`config.mk`:
```
export PLATFORM = sky130hd
export DESIGN_NAME = pvc_ctrl
export DESIGN_NICKNAME = d
export VERILOG_FILES = /design/src/design/pvc_pkg.sv /design/src/design/pvc_ctrl.sv
export SDC_FILE = /design/constraint.sdc
export NUM_CORES = 1
export LEC_CHECK = 0
export BUFFER_PORTS_ARGS = -buffer_cell sky130_fd_sc_hd__buf_2
export CORE_ASPECT_RATIO = 0.75
export CORE_MARGIN = 1
export CORE_UTILIZATION = 40
export DETAILED_ROUTE_END_ITERATION = 12
export GPL_ROUTABILITY_DRIVEN = 0
export PLACE_DENSITY = 0.63
export SETUP_SLACK_MARGIN = 0.05
export SLEW_MARGIN = 15
export SYNTH_ARGS = -nofsm -noshare
export SYNTH_HDL_FRONTEND = slang
export SYNTH_SLANG_ARGS = --single-unit
```
`constraint.sdc`:
```
create_clock -name clock -period 6.2 [get_ports clock]
set_input_delay 0.62 -clock clock [delete_from_list [all_inputs] [get_ports clock]]
set_output_delay 0.62 -clock clock [all_outputs]
set_load 0.01 [all_outputs]
```
`src/design/pvc_pkg.sv`:
```
// Package for the velocity PID controller: widths, constants, datapath
// operation codes and the command and status structures.
// No dependencies.
`timescale 1ns / 1ps
`default_nettype none

package pvc_pkg;

   localparam int DataW   = 32;
   localparam int GainW   = 16;
   localparam int TargetW = 16;
   localparam int DriveW  = 7;
   localparam int IndexW  = 2;
   localparam int MulW    = 33;
   localparam int ProdW   = 2 * MulW;
   localparam int NumW    = 60;
   localparam int DenW    = 48;
   localparam int AccW    = 52;
   localparam int CountW  = 6;

   localparam logic [MulW-1:0] VelScale  = MulW'(245760000);
   localparam logic [DriveW-1:0] DriveMax = DriveW'(127);

   localparam logic [IndexW-1:0] CSR_GAIN_P = 2'd0;
   localparam logic [IndexW-1:0] CSR_GAIN_I = 2'd1;
   localparam logic [IndexW-1:0] CSR_GAIN_D = 2'd2;
   localparam logic [IndexW-1:0] CSR_TICKS  = 2'd3;

   typedef enum logic [3:0] {
      OP_NONE,
      OP_LOAD,
      OP_VNUM,
      OP_VDEN,
      OP_VSET,
      OP_ERR,
      OP_ISUM,
      OP_SNUM,
      OP_SSET,
      OP_ACCP,
      OP_ACCI,
      OP_ACCD,
      OP_OUT
   } op_type;

   typedef struct packed {
      op_type op;
      logic   div_start;
   } cmd_type;

   typedef struct packed {
      logic dt_zero;
      logic div_busy;
   } status_type;

endpackage

`default_nettype wire

```
`src/design/pvc_ctrl.sv`:
```
// Controller state machine sequencing the datapath for one item at a time.
// Depends on pvc_pkg.
`timescale 1ns / 1ps
`default_nettype none

module pvc_ctrl
   import pvc_pkg::*;
(
   input  wire logic       clock,
   input  wire logic       reset,
   input  wire logic       req_valid,
   output logic            req_ready,
   output logic            rsp_valid,
   input  wire logic       rsp_ready,
   input  wire status_type status,
   output cmd_type         cmd
);

   typedef enum logic [15:0] {
      ST_IDLE = 16'b0000_0000_0000_0001,
      ST_VNUM = 16'b0000_0000_0000_0010,
      ST_VDEN = 16'b0000_0000_0000_0100,
      ST_VGO  = 16'b0000_0000_0000_1000,
      ST_VDIV = 16'b0000_0000_0001_0000,
      ST_VSET = 16'b0000_0000_0010_0000,
      ST_ERR  = 16'b0000_0000_0100_0000,
      ST_ISUM = 16'b0000_0000_1000_0000,
      ST_SNUM = 16'b0000_0001_0000_0000,
      ST_SGO  = 16'b0000_0010_0000_0000,
      ST_SDIV = 16'b0000_0100_0000_0000,
      ST_SSET = 16'b0000_1000_0000_0000,
      ST_ACCP = 16'b0001_0000_0000_0000,
      ST_ACCI = 16'b0010_0000_0000_0000,
      ST_ACCD = 16'b0100_0000_0000_0000,
      ST_DONE = 16'b1000_0000_0000_0000
   } state_type;

   state_type state_ff, state_in;
   logic      rsp_valid_ff, rsp_valid_in;

   always_comb begin
      state_in      = state_ff;
      rsp_valid_in  = rsp_valid_ff && !rsp_ready;
      cmd.op        = OP_NONE;
      cmd.div_start = 1'b0;
      case (state_ff)
         ST_IDLE: begin
            if (req_valid) begin
               cmd.op   = OP_LOAD;
               state_in = ST_VNUM;
            end
         end
         ST_VNUM: begin
            cmd.op   = OP_VNUM;
            state_in = status.dt_zero ? ST_ERR : ST_VDEN;
         end
         ST_VDEN: begin
            cmd.op   = OP_VDEN;
            state_in = ST_VGO;
         end
         ST_VGO: begin
            cmd.div_start = 1'b1;
            state_in      = ST_VDIV;
         end
         ST_VDIV: begin
            if (!status.div_busy) begin
               state_in = ST_VSET;
            end
         end
         ST_VSET: begin
            cmd.op   = OP_VSET;
            state_in = ST_ERR;
         end
         ST_ERR: begin
            cmd.op   = OP_ERR;
            state_in = ST_ISUM;
         end
         ST_ISUM: begin
            cmd.op   = OP_ISUM;
            state_in = status.dt_zero ? ST_ACCP : ST_SNUM;
         end
         ST_SNUM: begin
            cmd.op   = OP_SNUM;
            state_in = ST_SGO;
         end
         ST_SGO: begin
            cmd.div_start = 1'b1;
            state_in      = ST_SDIV;
         end
         ST_SDIV: begin
            if (!status.div_busy) begin
               state_in = ST_SSET;
            end
         end
         ST_SSET: begin
            cmd.op   = OP_SSET;
            state_in = ST_ACCP;
         end
         ST_ACCP: begin
            cmd.op   = OP_ACCP;
            state_in = ST_ACCI;
         end
         ST_ACCI: begin
            cmd.op   = OP_ACCI;
            state_in = ST_ACCD;
         end
         ST_ACCD: begin
            cmd.op   = OP_ACCD;
            state_in = ST_DONE;
         end
         ST_DONE: begin
            if (!rsp_valid_ff || rsp_ready) begin
               cmd.op       = OP_OUT;
               rsp_valid_in = 1'b1;
               state_in     = ST_IDLE;
            end
         end
         default: begin
            state_in = ST_IDLE;
         end
      endcase
   end

   always_ff @(posedge clock) begin
      if (reset) begin
         state_ff     <= ST_IDLE;
         rsp_valid_ff <= 1'b0;
      end else begin
         state_ff     <= state_in;
         rsp_valid_ff <= rsp_valid_in;
      end
   end

   assign req_ready = (state_ff == ST_IDLE);
   assign rsp_valid = rsp_valid_ff;

endmodule

`default_nettype wire
```
# Yosys cells after proc, flatten, opt, wreduce, memory -nomap -nowiden
# Cells that the tools add are included.
# totals
register_bits	17
out_inout_bits	7
wordCells	41
in_bits	6
# op_classes
n_reduce_logical	6
mux	13
n_eq_ne	20
# ops
op	n
$pmux 16 s16	1
$mux 16	4
$pmux 4 s12	1
$eq 16x1->1 const B	1
$eq 16x10->1 const B	1
$eq 16x11->1 const B	1
$eq 16x12->1 const B	1
$eq 16x13->1 const B	1
$eq 16x14->1 const B	1
$eq 16x15->1 const B	1
$eq 16x16->1 const B	1
$eq 16x2->1 const B	1
$eq 16x3->1 const B	1
$eq 16x4->1 const B	1
$eq 16x5->1 const B	1
$eq 16x6->1 const B	1
$eq 16x7->1 const B	1
$eq 16x8->1 const B	1
$eq 16x9->1 const B	1
$mux 13	1
$ne 2x2->1 const B	4
$mux 7	1
$mux 1	4
$mux 4	1
other kinds (5)	6

# Logic depth before layout (Yosys ltp)
# Gate-level depths: netlist of the first run.
# depth
word_depth	4
mapped_depth	7
mapped_depth_nobuf	5

# Least setup slack after synthesis of the first run
# Ideal clock, no wire load.
# synth_timing
path_type	register to output
startpoint	register state_ff[8]
endpoint	output cmd[4] (netlist bit)
t_required_ns	5.580
path_stages_with_launch	5
t_arrival_ns	1.754
path_slack_ns	3.826
n_path_buf	0
path_cell_list	dfxtp_1 or4_4 or4_1 a211o_1 nand3_1
# synth_rtl
item	line_no	source
start: declaration	pvc_ctrl.sv:38	state_type state_ff, state_in;
start signal: assignment	pvc_ctrl.sv:129	state_ff <= state_in;
end: declaration	pvc_ctrl.sv:16	output cmd_type cmd

==> reports/metrics.cfg, run 1 <==
[clock_network]
path_clk_slew_ns = 0.10
root_buffer = clkbuf_4
cts_tree = built
htreeDepth = 1
clock_sinks = 17
clockBufferDepth = 2
cts_hold_buf = 0
worstSkewPairLatency_ns = 0.31
post_cts_buffers = 0
cts_buffers = 3
ctsResizeCount = 0

[critical_path]
timing.rr.start = state_ff[8]
criticalPathCategory = reg2out
critical_path.endpoint_type = output pin
critPathMaxStageDelay_ns = 0.57
critPathArrivalTime_ns = 2.27
r2r_setup_slack_ns = 3.82
crit_chain = or4_4 -> or4_1 -> a211o_1 -> nand3_1 -> buf_2
crit_path_start = state_ff[8]
path_max_fanout = 6
reg2reg_to = state_ff[0]
crit_path_start_kind = flip-flop
crit_slowest_cell = or4_4
r2r_cells = 5
cp.required_ns = 5.58

[sta]
period_share_pct = 46.6
rsz0062_at_grt = false
setup_viol = 0
layout_setup_ws_ns = 3.31
setup_tns_ns = 0
hold_violations = 0
tightest_slew_ns = 0.586
maxSlewHeadroom_pct = 59.9
holdWs_ns = 0.552
fmax_mhz = 346
min_period_ns = 2.89
skew_ns = 0.00385
slew_viol_final = 0

[final_layout]
drive_gt1_share_pct = 17.4
finalCoreUtilization_pct = 50.5
fillers = 233
layout.nets = 139
antennaDiodeCount = 0
syn_to_final_growth_pct = 12.5

[run]
maxCapViolations = 0

[min_path]
hold_depth = 2
min_from = status[1]
hp-class = in2reg
whs_endpoint = state_ff[2]

[yosys]
synth_flop_cell = dfxtp_1
syn_area_um2 = 960
yosys.area.top_type = dfxtp_1
ys_warn_count = 0
syn_inst = 119
yosysSeqAreaShare_pct = 35.5
synth_cell_types = 35
ys_ff_latch = 17
synth_fp_nets = 125
synth_edf_count = 0
post-synth-top-count-cell = dfxtp_1
avgSynthCellArea_um2 = 8.06
synthTopCellsByArea = dfxtp_1, nor4_1, nor2_1, nor4b_1, or4b_2
yosys.area.top_type_share_pct = 35.5
synth.top_cells.by_count = dfxtp_1, nor2_1, nand2_1, nor4_1
async_reset_ff_share_pct = 0

[power_and_ir_drop]
leakage_nw = 0.431
p_per_area_mw_per_mm2 = 217
vdd_drop_max_mv = 0.127

[die]
io_pins = 13
dieHeight_um = 44.4
dieArea_mm2 = 0.00260
die_x_um = 58.6
core_mm2 = 0.00214
start_util_pct = 44.9
rows = 14

[placement]
hpwlAfterDp_mm = 1.88
portBuffers = 12
dp_slack_ns = 3.67

[global_routing]
grt_pass1_wl_mm = 4.04
grt_use_total_pct = 21.5
antenna_found_initial = 0
grt-ovfl-total = 0
first_global_vias = 862
grt_max_degree = 12

[detailed_routing]
ant_nets = 0
num_vias = 1014
drtIter0Drc = 68
firstDrtPassIters = 4
routed_wl_mm = 2.52
vias_per_cell = 6.18
drcViolationCount = 0
wl_per_cell_um = 15.3

[status]
status = finished clean

-- metal layers --
layer	wire length (um)	GRT usage (%)	vias to the layer above
met3	236	7.60	12
met2	1010	30.3	55
met5	0	0	-
met4	45	7.62	0
li1	-	-	493
met1	1220	30.2	454
-- power breakdown --
part,leakage [nW],internal [mW],switching [mW],total [mW]
sequential,0.137,0.112,0.00385,0.116
clock,0.0177,0.0241,0.0383,0.0625
combinational,0.276,0.0202,0.0355,0.0557
-- critical path: cells and delay by family, from the launching register on --
family	cells	cell delay [ns]
buffers and inverters	1	0.13
AND/OR/NAND/NOR	3	1.13
AO/OA/AOI/OAI	1	0.33
flip-flops	1	0.36
-- cells by family after synthesis --
kind of cell    synth area share, %
xor+xnor                       1.83
buf+inv                        2.74
compound gates                 12.0
flops                          35.5
simple gates                   48.0
-- layout by cell type (no fill, tap or decap), types with 2 or more instances in the layout --
cell type  Yosys  layout
nor3_1         5       5
nor4b_1        5       5
or4b_2         4       4
nand2_1       10      10
and3_1         3       3
dfxtp_1       17      17
nor4_1        10      10
buf_2          0      12
nand3_1        4       4
nor2_1        16      16
nand4b_1       2       2
clkbuf_4       0       3
nand4_1        4       4
or4_1          5       5
a32oi_1        2       2
nand2b_1       2       2
a21oi_1        5       5
o31ai_1        2       2
inv_1          3       3
-- registers in the layout (all words and copies together), names as in the netlist --
signal / cells
rsp_valid: 1
state_ff: 16
-- layout make-up --
type / instances / area, um^2 / area share, %
Clock buffer: 3 / 22.5 / 2.09
Clock inverter: 1 / 5.00 / 0.463
Inverter: 3 / 11.3 / 1.04
Multi-Input combinational cell: 95 / 593 / 54.9
Sequential cell: 17 / 340 / 31.5
Tap cell: 32 / 40.0 / 3.71
Timing Repair Buffer: 13 / 67.6 / 6.26
-- through the flow --
step | cells | power [mW] | cell area, um^2
5_1_grt | 164 | 0.246 | 1080
2_1_floorplan | 119 | 0.157 | 960
3_5_place_dp | 160 | 0.173 | 1050
6_report | 164 | 0.235 | 1080
4_1_cts | 164 | 0.233 | 1080
3_3_place_gp | 160 | 0.173 | 1050
-- how the worst max path moves through the flow --
stage,depth (start not counted),end,slack [ns]
detailed placement,5,cmd[4],3.67
floorplan,4,cmd[4],3.83
CTS,5,cmd[4],3.33
finish,5,cmd[4],3.31
global placement,5,cmd[4],3.66
global route,6,cmd[2],3.22
(Power assumes the default switching activity.)
==> inputs of run 2 (changes only) <==
--- a/config.mk
+++ b/config.mk
@@ -5,13 +5,14 @@
 export SDC_FILE = /design/constraint.sdc
 export NUM_CORES = 1
 export LEC_CHECK = 0
+export ABC_AREA = 1
 export BUFFER_PORTS_ARGS = -buffer_cell sky130_fd_sc_hd__buf_2
 export CORE_ASPECT_RATIO = 0.75
 export CORE_MARGIN = 1
 export CORE_UTILIZATION = 40
 export DETAILED_ROUTE_END_ITERATION = 12
 export GPL_ROUTABILITY_DRIVEN = 0
-export PLACE_DENSITY = 0.63
+export PLACE_DENSITY = 0.64
 export SETUP_SLACK_MARGIN = 0.05
 export SLEW_MARGIN = 15
 export SYNTH_ARGS = -nofsm -noshare
==> constraint.sdc (replaced) <==
create_clock -name clock -period 2.45 [get_ports clock]
set_input_delay 0.245 -clock clock [delete_from_list [all_inputs] [get_ports clock]]
set_output_delay 0.245 -clock clock [all_outputs]
set_load 0.01 [all_outputs]
==> reports/metrics.cfg, run 2 <==
[sta]
maxSlewHeadroom_pct = 81.7  ; +22 points
fmax_mhz = 564
slew_viol_final = 0  ; unchanged
skew_ns = 0.00723  ; +0.00339 ns
setup_tns_ns = 0  ; unchanged
rsz0062_at_grt = false
min_period_ns = 1.77
tightest_slew_ns = 0.275  ; -0.311 ns
setup_viol = 0  ; unchanged
layout_setup_ws_ns = 0.678  ; -2.63 ns
period_share_pct = 72.3
hold_violations = 0  ; unchanged

[power_and_ir_drop]
combPwrFrac_pct = 41.2  ; +18 points
leakage_nw = 0.652  ; +51%
power_switching_share_pct = 40.0  ; +6.9 points
p_per_area_mw_per_mm2 = 712  ; +230%
seqPwrFrac_pct = 35.6  ; -14 points
switchingPower_uw = 360  ; +360%
vdd_drop_max_mv = 0.376  ; +200%
pwr-share-clk_pct = 23.2  ; -3.4 points
internal_power_uw = 539  ; +240%

[yosys]
synthTopCellsByArea = dfxtp_1, nand2_1, nor2_1, nand3_1, nor2_4
async_reset_ff_share_pct = 0  ; unchanged
synth_edf_count = 0  ; unchanged
avgSynthCellArea_um2 = 6.78  ; -16%
syn_inst = 168  ; +41%
syn_area_mm2 = 0.00114  ; +19%
synth.top_cells.by_count = nand2_1, nor2_1, inv_1
synth_cell_types = 21  ; -40%
ys_ff_latch = 17  ; unchanged
post-synth-top-count-cell = nand2_1
synth_flop_cell = dfxtp_1
synth_fp_nets = 174  ; +39%
ys_warn_count = 0  ; unchanged
yosys.area.top_type = dfxtp_1
yosysSeqAreaShare_pct = 29.9  ; -5.6 points
yosys.area.top_type_share_pct = 29.9  ; -5.6 points

[clock_network]
worstSkewPairLatency_ns = 0.25  ; -0.06 ns
ctsResizeCount = 0  ; unchanged
cts_hold_buf = 0  ; unchanged
clock_sinks = 17  ; unchanged
path_clk_slew_ns = 0.07  ; -0.03 ns
post_cts_buffers = 0  ; unchanged
root_buffer = clkbuf_8
cts_buffers = 3  ; unchanged
cts_tree = built
clockBufferDepth = 2  ; unchanged
htreeDepth = 1  ; unchanged

[critical_path]
reg2reg_to = state_ff[4]
critPathArrivalTime_ns = 1.53  ; -0.74 ns
critical_path.endpoint_type = output pin
timing.rr.start = state_ff[2]
path_max_fanout = 15  ; +9
cp.required_ns = 2.20  ; -3.38 ns
cp_common_cell = nand2_1
crit_slowest_cell = dfxtp_1
r2r_setup_slack_ns = 0.99  ; -2.83 ns
crit_chain = nor2_4 -> nand2_4 -> nor2_8 -> nand2_1 -> nand2_1 -> inv_2 -> nand4_1 -> buf_2
r2r_cells = 10  ; +5
criticalPathCategory = reg2out
crit_path_start_kind = flip-flop
critPathMaxStageDelay_ns = 0.34  ; -0.23 ns

[die]
core_mm2 = 0.00266  ; +25%
dieHeight_um = 48.2  ; +8.5%
die_x_um = 63.6  ; +8.6%
rows = 16  ; +2
start_util_pct = 42.8  ; -2.1 points
dieArea_mm2 = 0.00307  ; +18%
io_pins = 13  ; unchanged

[final_layout]
layout_commonest_cell = nand2_1
top_register = state_ff
layout.nets = 188  ; +35%
antennaDiodeCount = 0  ; unchanged
largest_register_ffs = 16  ; unchanged
fillers = 277  ; +19%
drive_gt1_share_pct = 24.3  ; +6.9 points
layout_common_cells = nand2_1, nor2_1, inv_1
post-route-cell-area_mm2 = 0.00126  ; +17%
finalCoreUtilization_pct = 47.4  ; -3.1 points
syn_to_final_growth_pct = 10.9

[detailed_routing]
met1Wirelength_mm = 1.23  ; +0.90%
top_layer = met4
routed_wl_mm = 2.42  ; -3.8%
drcViolationCount = 0  ; unchanged
wl_met3_um = 133  ; -44%
drtIter0Drc = 34  ; -50%
ant_nets = 0  ; unchanged
firstDrtPassIters = 5  ; +1
wl_per_cell_um = 11.2  ; -27%
num_vias = 1067  ; +5.2%
wl_met2_mm = 1.02  ; +0.79%
vias_per_cell = 4.92  ; -20%

[min_path]
hold_depth = 2  ; unchanged
whs_endpoint = state_ff[2]
hp-class = in2reg
min_from = status[1]

[global_routing]
grt-ovfl-total = 0  ; unchanged
grt_max_degree = 16  ; +4
grt_pass1_wl_mm = 4.10  ; +1.5%
grt_use_total_pct = 18.1  ; -3.4 points
antenna_found_initial = 0  ; unchanged
first_global_vias = 917  ; +6.4%

[placement]
portBuffers = 12  ; unchanged
place_area_mm2 = 0.00122  ; +16%
dp_slack_ns = 0.947  ; -2.72 ns
hpwlAfterDp_mm = 1.93  ; +2.9%

[status]
status = finished clean

[run]
maxCapViolations = 0  ; unchanged

[run 2: layout make-up]
cell class	instances	area [um^2]	share of cell area, %
multi-input cells	123	678	53.7
flip-flops and latches	17	340	27.0
inverters	25	93.8	7.43
repair buffers	12	60.1	4.76
clock buffers	4	45.0	3.57
well taps	36	45.0	3.57
[run 2: critical path, delay by kind of cell, from the launching register on]
| family | cells | cell delay [ns] |
|---|---|---|
| AND/OR/NAND/NOR | 6 | 0.76 |
| buffers and inverters | 2 | 0.18 |
| flip-flops | 1 | 0.34 |
[run 2: routing by layer]
layer	vias up	GRT usage, %
met3	4	4.44
li1	557	-
met2	33	27.4
met1	473	25.4
met4	0	6.36
met5	-	0
[run 2: through the flow]
step	hold slack, ns	total power [mW]	instances
2_1_floorplan	0.323	0.631	168
3_3_place_gp	0.481	0.687	213
3_5_place_dp	0.485	0.692	213
4_1_cts	0.213	0.902	217
5_1_grt	0.230	0.965	217
6_report	0.222	0.899	217
[run 2: power by group through the flow]
stage	sequential, mW	clock [mW]	combinational [mW]
after floorplan	0.323	0	0.308
after global placement	0.326	0	0.362
after detailed placement	0.326	0	0.365
after CTS	0.320	0.215	0.367
after global routing	0.324	0.226	0.415
final	0.320	0.209	0.370
[run 2: kinds of logic (layout without fill, tap and decap cells)]
| logic type | count (synthesis) | count (layout) | synth area share, % |
|---|---|---|---|
| simple gates | 113 | 113 | 54.8 |
| buf+inv | 28 | 41 | 10.5 |
| flops | 17 | 17 | 29.9 |
| compound gates | 10 | 10 | 4.73 |
[run 2: how the worst max path moves through the flow]
stage	start	to	slack [ns]	cells past startpoint
finish	state_ff[10]	cmd[2]	0.68	8
global route	state_ff[10]	cmd[3]	0.54	8
CTS	state_ff[10]	cmd[2]	0.67	8
detailed placement	state_ff[10]	cmd[2]	0.95	8
global placement	state_ff[10]	cmd[2]	0.95	8
floorplan	state_ff[10]	cmd[1]	1.05	8
